==> src/rtl/harrs_fifo.sv <==
// harrs_fifo: small two-entry register queue between front and back.
// Depends on nothing but its width parameter.
`default_nettype none
module harrs_fifo #(
  parameter int W = 8
) (
  input  wire logic         clk_i,
  input  wire logic         rst_ni,
  input  wire logic         push_i,
  input  wire logic [W-1:0] data_i,
  output logic              full_o,
  input  wire logic         pop_i,
  output logic [W-1:0]      data_o,
  output logic              empty_o
);
  logic [W-1:0] mem_q [2];
  logic         wp_q, rp_q;
  logic [1:0]   cnt_q;

  assign full_o  = cnt_q == 2'd2;
  assign empty_o = cnt_q == 2'd0;
  assign data_o  = mem_q[rp_q];

  // Write and advance pointers
  always_ff @(posedge clk_i or negedge rst_ni) begin
    if (!rst_ni) begin
      wp_q  <= 1'b0;
      rp_q  <= 1'b0;
      cnt_q <= 2'd0;
    end else begin
      if (push_i && !full_o) wp_q <= ~wp_q;
      if (pop_i && !empty_o) rp_q <= ~rp_q;
      cnt_q <= cnt_q + {1'b0, push_i && !full_o} - {1'b0, pop_i && !empty_o};
    end
  end

  always_ff @(posedge clk_i) begin
    if (push_i && !full_o) mem_q[wp_q] <= data_i;
  end
endmodule
`default_nettype wire

==> config.mk <==
export PLATFORM = sky130hd
export DESIGN_NAME = harrs_fifo
export DESIGN_NICKNAME = d
export VERILOG_FILES = /design/src/rtl/harrs_fifo.sv
export SDC_FILE = /design/constraint.sdc
export NUM_CORES = 1
export LEC_CHECK = 0
export BUFFER_PORTS_ARGS = -buffer_cell sky130_fd_sc_hd__buf_2
export CAP_MARGIN = 20
export CELL_PAD_IN_SITES_DETAIL_PLACEMENT = 1
export CELL_PAD_IN_SITES_GLOBAL_PLACEMENT = 1
export CORE_MARGIN = 3
export CORE_UTILIZATION = 30
export DETAILED_ROUTE_END_ITERATION = 8
export HOLD_SLACK_MARGIN = 0.15
export PLACE_DENSITY = 0.71
export SYNTH_ARGS = -nofsm -noshare
export SYNTH_HDL_FRONTEND = slang
export SYNTH_SLANG_ARGS = --single-unit
==> constraint.sdc <==
create_clock -name clk_i -period 1.9 [get_ports clk_i]
set_clock_uncertainty 0.1 [all_clocks]
set_input_delay 0.19 -clock clk_i [delete_from_list [all_inputs] [get_ports clk_i]]
set_output_delay 0.19 -clock clk_i [all_outputs]
set_load 0.01 [all_outputs]
==> impl_metrics.py, run 1 <==
metrics = {
    "clock_network": {
        "htree_levels": 1,
        "cts_sinks": 20,
        "cts_root_buf": "clkbuf_4",
        "cts_max_path_buffers": 2,
        "cts.clk_slew.worst_paths_ps": 100,
        "insertion_delay_ps": 290,
        "cts_tree": "yes",
        "cts_buffers": 3,
        "post-cts-setup-buffers": 0,
    },
    "synth": {
        "synthAdderAreaFrac_pct": 3.226,
        "synthMuxAreaShare_pct": 11.61,
        "synth.top_cells.by_count": "edfxtp_1 (16), mux2_2 (8), dfrtp_1 (4)",
        "synth_area_um2": 775.7,
        "syn_avg_cell_area_um2": 18.04,
        "synth_nets": 57,
        "synth_top_family_by_area": "multiplexers",
        "synth-seq-area-share_pct": 74.84,
        "ys_warn_count": 0,
        "synth_most_common_cell": "edfxtp_1",
        "synthArstFlopShare_pct": 20.00,
        "synth_xor_area_share_pct": 4.516,
        "synth_compound_area_share_pct": 0,
        "synth_top_area_cell": "edfxtp_1",
        "synth-main-ff-cell": "edfxtp_1",
        "synth-seq-cells": 20,
        "synth_top_area_share_pct": 61.94,
        "synth_edf_count": 16,
        "synthSimpleGateAreaFrac_pct": 4.194,
        "synth_cells": 43,
        "synth.area.top_cells": "edfxtp_1 (62%), dfrtp_1 (13%), mux2_2 (12%), xnor2_1 (3.4%), ha_1 (3.2%)",
        "synth.distinct_cells": 13,
    },
    "power_and_ir_drop": {
        "p_per_area_nw_per_um2": 1288,
        "pwr-share-clk_pct": 14.1,
        "p_seq_share_pct": 50.6,
        "p_sw_share_pct": 31.08,
        "combPwrFrac_pct": 35.3,
        "ir_worst_vdd_v": 0.0006289,
        "leakagePower_nw": 0.4394,
        "p_int_mw": 0.9455,
        "fin_total_pwr_mw": 1.372,
        "switchingPower_mw": 0.4263,
    },
    "detailed_routing": {
        "wire_per_inst_um": 13.75,
        "topRoutingLayerUsed": "met3",
        "met2_length_um": 785,
        "drtIter0Drc": 5,
        "vias": 464,
        "antenna_left": 0,
        "wl_mm": 1.485,
        "m1WireLength_um": 606,
        "drcViolationCount": 0,
        "firstDrtPassIters": 2,
        "via_per_inst": 4.296,
        "dr_wl_met3_um": 93,
    },
    "sta": {
        "slew_headroom_pct": 73.61,
        "finalCritPeriodShare_pct": 89.79,
        "setup_viol": 0,
        "fin_setup_tns_ps": 0,
        "rsz0062_at_grt": "no",
        "hold_viol_final": 0,
        "drv_slew": 0,
        "fmaxAchievable_ghz": 0.5861,
        "period_needed_ps": 1706,
        "tightest_slew_ps": 395.8,
    },
    "finish": {
        "diodes": 0,
        "nFillCells": 244,
        "fin_util_pct": 45.51,
        "nNetsFinal": 95,
        "stdcell_area_um2": 1065,
        "drive_above_1_share_pct": 42.50,
        "syn_to_final_growth_pct": 37.26,
    },
    "floorplanning": {
        "fp.dieW_um": 56.85,
        "initial_core_util_pct": 33.16,
        "core-area_um2": 2340,
        "core.rowCount": 17,
        "die_area_um2": 3232,
        "die_h_um": 56.85,
        "ios": 22,
    },
    "setup_path": {
        "cp-end-kind": "flip-flop",
        "crit_type": "in -> reg",
        "critPathRequiredTime_ps": 2010,
        "path_buf_inv": 3,
        "crit_chain": "dlygate4sd3_1 > buf_2 > nor2b_2 > ha_1 > inv_1 > ha_1 > xnor2_1 > xnor2_1",
        "crit_slowest_cell": "dlygate4sd3_1",
        "setup.reg_to_reg.worst_slack_ps": 220,
        "critPathMaxStageDelay_ps": 540,
        "start_kind": "primary input",
        "cpLargestDelayFamily": "buffers and inverters",
        "cp_max_fo": 2,
        "crit_arrival_ps": 1820,
    },
    "placed_design": {
        "dp_hpwl_mm": 1.004,
        "place_area_um2": 918.4,
        "io_buffers": 21,
        "routabilityCongestion": 0.6018,
    },
    "grt": {
        "antenna_found_initial": 0,
        "globalRoute.totalOverflow": 0,
        "grt_pass1_vias": 542,
        "grt_max_degree": 12,
        "grtUsageTotal_pct": 10.17,
        "grt_first_pass_wirelength_mm": 2.421,
    },
    "status": {
        "status": "complete, no violations",
    },
    "min_path": {
        "hold_class": "reg -> reg",
    },
    "flow_run": {
        "drv_cap": 0,
    },
}
-- area by class of cell --
class | instances | area [um2] | share of cell area [%]
flip-flops and latches | 20 | 580.6 | 54.52
well taps | 28 | 35.03 | 3.290
clock buffers | 3 | 22.52 | 2.115
multi-input cells | 20 | 182.7 | 17.16
clock inverters | 1 | 3.754 | 0.3525
inverters | 2 | 7.507 | 0.7051
repair buffers | 34 | 232.7 | 21.86
-- power groups by stage --
stage                     Combinational [mW]  Clock [mW]  Sequential (mW)
after floorplan                        0.351           0            0.655
after global placement                 0.460           0            0.699
after detailed placement               0.473           0            0.706
after CTS                              0.498       0.207            0.696
after global routing                   0.544       0.229            0.710
final                                  0.484       0.193            0.694
-- through the flow --
stage               instances  setup slack (ps)  hold slack [ps]
finish                    108             193.9            407.9
global route              108             89.90            436.6
CTS                       108             176.4            404.3
detailed placement         92             250.6           -92.53
global placement           92             315.7           -95.33
floorplan                  43             241.4           -205.6
-- cells by family (layout without fill, tap and decap cells) --
kind of cell             count (synthesis)  in the layout
buffers and inverters                    3             40
XOR/XNOR                                 4              4
multiplexers                             8              8
AND/OR/NAND/NOR                          6              6
flip-flops                              20             20
adder cells (fa/ha/maj)                  2              2
-- cell usage in the layout (no fill, tap or decap) --
master / count
edfxtp_1: 16
dlygate4sd3_1: 12
nor2_1: 2
ha_1: 2
clkbuf_4: 3
nand2b_1: 1
mux2_2: 8
clkinv_1: 1
nand2_1: 1
buf_4: 1
inv_1: 2
nor2b_2: 1
dfrtp_1: 4
xor2_1: 1
and3_1: 1
buf_2: 21
xnor2_1: 3
-- registers in the layout, summed over array words and instances, names as in the netlist --
signal / cells
wp_q: 1
rp_q: 1
mem_q: 16
cnt_q: 2
-- worst paths after layout --
path	from	end	cells after the start
setup reg to reg	cnt_q[1]$_DFF_PN0_	cnt_q[1]$_DFF_PN0_	7
hold / removal	wp_q$_DFFE_PN0P_	wp_q$_DFFE_PN0P_	1
min in group asynchronous	rst_ni	wp_q$_DFFE_PN0P_	3
hold reg to reg	wp_q$_DFFE_PN0P_	wp_q$_DFFE_PN0P_	1
setup / recovery	pop_i	cnt_q[1]$_DFF_PN0_	8
max in group asynchronous	rst_ni	cnt_q[1]$_DFF_PN0_	3
-- per-layer routing --
metal	global-route usage (%)	up-vias
met1	11.21	216
met2	18.15	16
met3	2.299	0
li1	-	232
met4	4.967	0
met5	0	-
-- timing repair --
action | CTS | global route
hold endpoints to repair | 22 | 0
hold buffers | 12 | 0
resized for setup | 0 | 0
(Power assumes the default switching activity.)
==> run 2, diff against run 1 <==
Settings changed: ABC_AREA set to 1, CAP_MARGIN 20 to not set, PLACE_DENSITY 0.71 to 0.74.
==> run 2 against run 1 <==
  * Combinational power is 16% higher
  * Die area is 6.3% higher
  * Clock power is 3% higher
  * Non-clock buffer count stayed put
  * Power is 5.3% higher
  * Highest routed layer is now met4
  * Final area is 4.8% higher
  * Routed wire length is 8.2% higher
  * Synthesized cell count is 74% higher
==> impl_metrics.py, run 2 <==
metrics = {
    "status": {
        "status": "complete, no violations",
    },
    "setup_path": {
        "cp-end-kind": "primary output",
        "critPathMaxStageDelay_ps": 600,
        "path_buf_inv": 2,
        "crit_type": "reg -> out",
        "critPathRequiredTime_ps": 1610,
        "crit_arrival_ps": 1320,
        "start_kind": "flip-flop",
        "crit_chain": "clkinv_4 > nand2_1 > nand2_1 > buf_2",
        "cp_max_fo": 10,
        "cpLargestDelayFamily": "flip-flops",
        "path_common_cell": "nand2_1",
        "crit_slowest_cell": "dfrtp_1",
    },
    "finish": {
        "reg_top3": "mem_q: 16 flops, cnt_q: 2 flops",
        "most-common-layout-cells": "nand2_1 (35), buf_2 (21), edfxtp_1 (16)",
        "mostFrequentLayoutCell": "nand2_1",
        "largest_reg_flops": 16,
        "syn_to_final_growth_pct": 34.34,
        "diodes": 0,
        "top_register": "mem_q",
        "drive_above_1_share_pct": 26.79,
        "nNetsFinal": 127,
    },
    "synth": {
        "synth_edf_count": 16,
        "synth-seq-area-share_pct": 69.88,
        "synth-main-ff-cell": "edfxtp_1",
        "synth.area.top_cells": "edfxtp_1 (58%), nand2_1 (16%), dfrtp_1 (12%), inv_1 (4.1%), ha_1 (3.0%)",
        "synth_area_um2": 830.8,
        "synth_nets": 89,
        "ys_warn_count": 0,
        "synthArstFlopShare_pct": 20.00,
        "synth.distinct_cells": 12,
        "syn_avg_cell_area_um2": 11.08,
        "synth_cells": 75,
        "synth_top_area_share_pct": 57.83,
        "synth_top_area_cell": "edfxtp_1",
        "synth.top_cells.by_count": "nand2_1 (35), edfxtp_1 (16), inv_1 (9)",
        "synth_most_common_cell": "nand2_1",
        "synth-seq-cells": 20,
    },
    "power_and_ir_drop": {
        "leakagePower_nw": 0.5464,
        "ir_worst_vdd_v": 0.0006962,
        "p_per_area_nw_per_um2": 1294,
    },
    "clock_network": {
        "cts_resized": 0,
        "cts.clk_slew.worst_paths_ps": 110,
        "cts_sinks": 20,
        "cts_root_buf": "clkbuf_4",
        "cts_buffers": 3,
        "cts_max_path_buffers": 2,
        "cts_tree": "yes",
        "htree_levels": 1,
        "insertion_delay_ps": 290,
    },
    "sta": {
        "period_needed_ps": 1612,
        "rsz0062_at_grt": "no",
        "holdWs_ps": 403.2,
        "finalCritPeriodShare_pct": 84.86,
        "fmaxAchievable_ghz": 0.6202,
        "slew_headroom_pct": 73.78,
        "fin_setup_tns_ps": 0,
        "setup_viol": 0,
        "hold_viol_final": 0,
        "drv_slew": 0,
        "tightest_slew_ps": 393.3,
    },
    "min_path": {
        "hold_class": "reg -> reg",
    },
    "floorplanning": {
        "ios": 22,
        "die_area_um2": 3437,
        "die_h_um": 58.63,
        "core-area_um2": 2545,
        "initial_core_util_pct": 32.65,
        "core.rowCount": 18,
        "fp.dieW_um": 58.63,
    },
    "grt": {
        "grt_first_pass_wirelength_mm": 2.760,
        "globalRoute.totalOverflow": 0,
        "grtUsageTotal_pct": 10.99,
        "grt_max_degree": 12,
        "grt_pass1_vias": 655,
        "antenna_found_initial": 0,
    },
    "detailed_routing": {
        "firstDrtPassIters": 4,
        "drtIter0Drc": 4,
        "drcViolationCount": 0,
        "wire_per_inst_um": 11.32,
        "wl_mm": 1.607,
        "vias": 613,
        "via_per_inst": 4.317,
        "antenna_left": 0,
    },
    "flow_run": {
        "drv_cap": 0,
    },
    "placed_design": {
        "routabilityCongestion": 0.6889,
        "dp_hpwl_mm": 1.182,
        "io_buffers": 21,
    },
}
## run 2: cell types whose count changed after synthesis, sizes merged, moves of 3 or more
cell	before	now
inv	2	10
mux2	8	0
nand2	1	37
nand3	0	3
xnor2	3	0
## run 2: cell families after synthesis
family,Yosys count,synth area share (%)
adder cells (fa/ha/maj),2,3.012
flip-flops,20,69.88
buffers and inverters,12,6.927
AND/OR/NAND/NOR,41,20.18
## run 2: metrics by stage
step                      area (um2)  util, %  setup slack [ps]  total power, mW  instances
final                           1116    43.85             287.7            1.445        142
after global routing            1116    43.85             156.1            1.585        142
after CTS                       1116    43.85             244.2            1.472        142
after global placement         969.7    38.10             444.7            1.222        126
after floorplan                830.8        -             492.6            1.053         75
after detailed placement       969.7    38.10             353.6            1.258        126
## run 2: layout make-up
type	count	area [um2]
inverter	11	46.29
tap	30	37.54
fill	294	1429
multi-input combinational	43	192.7
sequential	20	580.6
timing repair buffer	34	232.7
clock buffer	3	22.52
clock inverter	1	3.754
## run 2: tightest hold or removal path, cell delays in order, from the launching register on
cell and delay, ps:
dfrtp_1 370, nand2_1 60, nand2_1 50
## run 2: what timing repair did
| item | in CTS | in global routing |
|---|---|---|
| hold buffers | 12 | 0 |
| setup buffers | 0 | 0 |
| hold endpoints to repair | 22 | 0 |
## run 2: metal layers
layer / share of wire (%) / up-vias / GRT usage, %
met2: 56 / 12 / 19.62
met1: 39 / 287 / 11.97
met4: 1.4 / 0 / 6.796
met5: 0 / - / 0
li1: - / 312 / -
met3: 4.2 / 2 / 1.974
## run 2: final timing paths
| path | end | slack [ps] | depth (start not counted) | from |
|---|---|---|---|---|
| worst max-delay path | data_o[7] | 290 | 4 | rp_q$_DFFE_PN0P_ |
| worst min-delay path | wp_q$_DFFE_PN0P_ | 400 | 2 | wp_q$_DFFE_PN0P_ |
| worst max register to register | cnt_q[1]$_DFF_PN0_ | 360 | 10 | cnt_q[1]$_DFF_PN0_ |
| worst min register to register | wp_q$_DFFE_PN0P_ | 400 | 2 | wp_q$_DFFE_PN0P_ |
| max in group asynchronous | cnt_q[1]$_DFF_PN0_ | 860 | 3 | rst_ni |
| min in group asynchronous | cnt_q[0]$_DFF_PN0_ | 670 | 3 | rst_ni |
## run 2: where the power goes
group	internal (mW)	switching, mW
Combinational	0.219	0.342
Clock	0.0764	0.123
Sequential	0.609	0.0762
==> run 3, diff against run 2 <==
Settings changed: ABC_AREA 1 to 0, PLACE_DENSITY 0.74 to 0.73.
Clock period 1.9 ns to 1.45 ns, I/O delays scaled along.
==> run 3 against run 2 <==
  * The run now ends with setup timing left
  * Combinational power grew to 2.5 times the previous value
  * Die area down 6.0%
  * Sequential share of layout area down 9.1 points
  * Non-clock buffer count increased by 12
  * First-iteration DRC count fell by 25%
  * Critical path type is now reg -> reg
  * Critical endpoint is now cnt_q[1]$_DFF_PN0_
  * Largest cell class unchanged
==> impl_metrics.py, run 3 (synthesis gave the netlist of run 1 again) <==
metrics = {
    "finish": {
        "stdcell_area_um2": 1359,
        "mostFrequentLayoutCell": "edfxtp_1",
        "most-common-layout-cells": "edfxtp_1 (16), buf_6 (15), buf_2 (11)",
        "nFillCells": 231,
        "top_register": "mem_q",
        "nNetsFinal": 107,
        "multi_input_area_um2": 281.5,
        "drive_above_1_share_pct": 66.30,
        "largest_reg_flops": 16,
        "reg_top3": "mem_q: 16 flops, cnt_q: 2 flops",
        "area.sequential_um2": 583.1,
        "diodes": 0,
        "syn_to_final_growth_pct": 75.16,
    },
    "setup_path": {
        "crit_arrival_ps": 1750,
        "path_common_cell": "ha_4",
        "crit_type": "reg -> reg",
        "critPathRequiredTime_ps": 1580,
        "crit_slowest_cell": "dfrtp_2",
        "crit_chain": "nor2_4 > nor2b_4 > ha_4 > inv_2 > ha_4 > xnor2_2 > xnor2_1",
        "cpLargestDelayFamily": "flip-flops",
        "path_buf_inv": 1,
        "critPathMaxStageDelay_ps": 470,
        "start_kind": "flip-flop",
        "cp_max_fo": 3,
        "cp-end-kind": "flip-flop",
    },
    "grt": {
        "grt_max_degree": 13,
        "antenna_found_initial": 0,
        "globalRoute.totalOverflow": 0,
        "busiest_layer": "met2",
        "met3_usage_pct": 2.759,
        "grt_first_pass_wirelength_mm": 2.987,
        "grtUsageTotal_pct": 13.00,
        "grt_use_met2_pct": 23.93,
        "met1_usage_pct": 13.13,
        "grt_pass1_vias": 628,
    },
    "floorplanning": {
        "core-area_um2": 2340,
        "ios": 22,
        "die_area_um2": 3232,
        "core.rowCount": 17,
        "die_h_um": 56.85,
        "fp.dieW_um": 56.85,
        "initial_core_util_pct": 33.16,
    },
    "detailed_routing": {
        "vias": 541,
        "drcViolationCount": 0,
        "antenna_left": 0,
        "via_per_inst": 4.508,
        "drtIter0Drc": 3,
        "wl_mm": 1.871,
        "wire_per_inst_um": 15.59,
        "firstDrtPassIters": 4,
    },
    "sta": {
        "rsz0062_at_grt": "yes",
        "finalCritPeriodShare_pct": 111.2,
        "period_needed_ps": 1613,
        "tightest_slew_ps": 226.6,
        "holdWs_ps": 137.3,
        "setup_viol": 10,
        "drv_slew": 0,
        "fmaxAchievable_ghz": 0.6201,
        "hold_viol_final": 0,
        "slew_headroom_pct": 84.84,
        "setup_ws_ps": -162.6,
    },
    "placed_design": {
        "place_area_um2": 977.2,
        "dp_hpwl_mm": 1.065,
        "routabilityCongestion": 0.6411,
        "place_ws_ps": -152.0,
        "io_buffers": 21,
    },
    "clock_network": {
        "cts_sinks": 20,
        "cts_max_path_buffers": 2,
        "cts_root_buf": "clkbuf_4",
        "postCtsHoldBufs": 10,
        "cts_buffers": 3,
        "cts.clk_slew.worst_paths_ps": 120,
        "cts_tree": "yes",
        "htree_levels": 1,
        "insertion_delay_ps": 310,
    },
    "power_and_ir_drop": {
        "leakagePower_nw": 0.5797,
        "p_per_area_nw_per_um2": 2056,
        "fin_total_pwr_mw": 2.794,
        "ir_worst_vdd_v": 0.001215,
    },
    "flow_run": {
        "drv_cap": 0,
    },
    "min_path": {
        "hold_class": "in -> reg",
    },
    "status": {
        "status": "finished with violations",
        "violations": "setup timing",
    },
}
## run 3: cell count changes in the layout (fill, tap and decap cells not counted), sizes merged, moves of 2 or more
cell         previous run  this run
buf                    22        36
clkinv                  2         0
dlygate4sd3            12        10
inv                    10         2
mux2                    0         8
nand2                  37         1
nand3                   3         0
xnor2                   0         3
## run 3: final cells by class
class / instances / area share, %
repair buffers: 46 / 29.37
well taps: 28 / 2.578
clock buffers: 3 / 1.657
flip-flops and latches: 20 / 42.91
clock inverters: 1 / 2.210
inverters: 2 / 0.5525
multi-input cells: 20 / 20.72
## run 3: power by group
| part | internal [mW] | switching (mW) | total (mW) |
|---|---|---|---|
| Clock | 0.280 | 0.182 | 0.462 |
| Sequential | 0.809 | 0.109 | 0.918 |
| Combinational | 0.877 | 0.537 | 1.41 |
| Total | 1.97 | 0.829 | 2.79 |
## run 3: routing by layer
| metal | vias to the layer above | wire, um |
|---|---|---|
| met2 | 18 | 1053 |
| met4 | 0 | 47 |
| li1 | 253 | - |
| met1 | 266 | 680 |
| met5 | - | 0 |
| met3 | 4 | 89 |
## run 3: stage by stage
step                      utilization [%]  cells  setup TNS (ps)
after floorplan                         -     43          -112.8
after global placement              41.76     96          -84.82
after detailed placement            41.76     96          -178.6
after CTS                           53.53    118          -940.8
after global routing                58.07    120           -1794
final                               58.07    120           -1087
## run 3: worst register-to-register path, stage by stage, from the launching register on
cell	delay, ps
dfrtp_2	470
nor2_4	150
nor2b_4	60
ha_4	260
inv_2	40
ha_4	150
xnor2_2	130
xnor2_1	180
## run 3: worst paths after layout
| path | endpoint | from | cells past startpoint | slack [ps] |
|---|---|---|---|---|
| worst max-delay path | cnt_q[1]$_DFF_PN0_ | cnt_q[1]$_DFF_PN0_ | 7 | -160 |
| worst min-delay path | wp_q$_DFFE_PN0P_ | push_i | 4 | 140 |
| worst max register to register | cnt_q[1]$_DFF_PN0_ | cnt_q[1]$_DFF_PN0_ | 7 | -160 |
| worst min register to register | wp_q$_DFFE_PN0P_ | wp_q$_DFFE_PN0P_ | 1 | 490 |
| max in group asynchronous | rp_q$_DFFE_PN0P_ | rst_ni | 3 | 420 |
| min in group asynchronous | cnt_q[1]$_DFF_PN0_ | rst_ni | 3 | 630 |
## run 3: timing repair
| action | 4_1_cts | 5_1_grt |
|---|---|---|
| gates resized for setup | 14 | 21 |
| setup buffers | 8 | 3 |
| setup endpoints to repair | 26 | 17 |
| endpoints found under the hold margin | 21 | 1 |
| pin swaps | 4 | 6 |
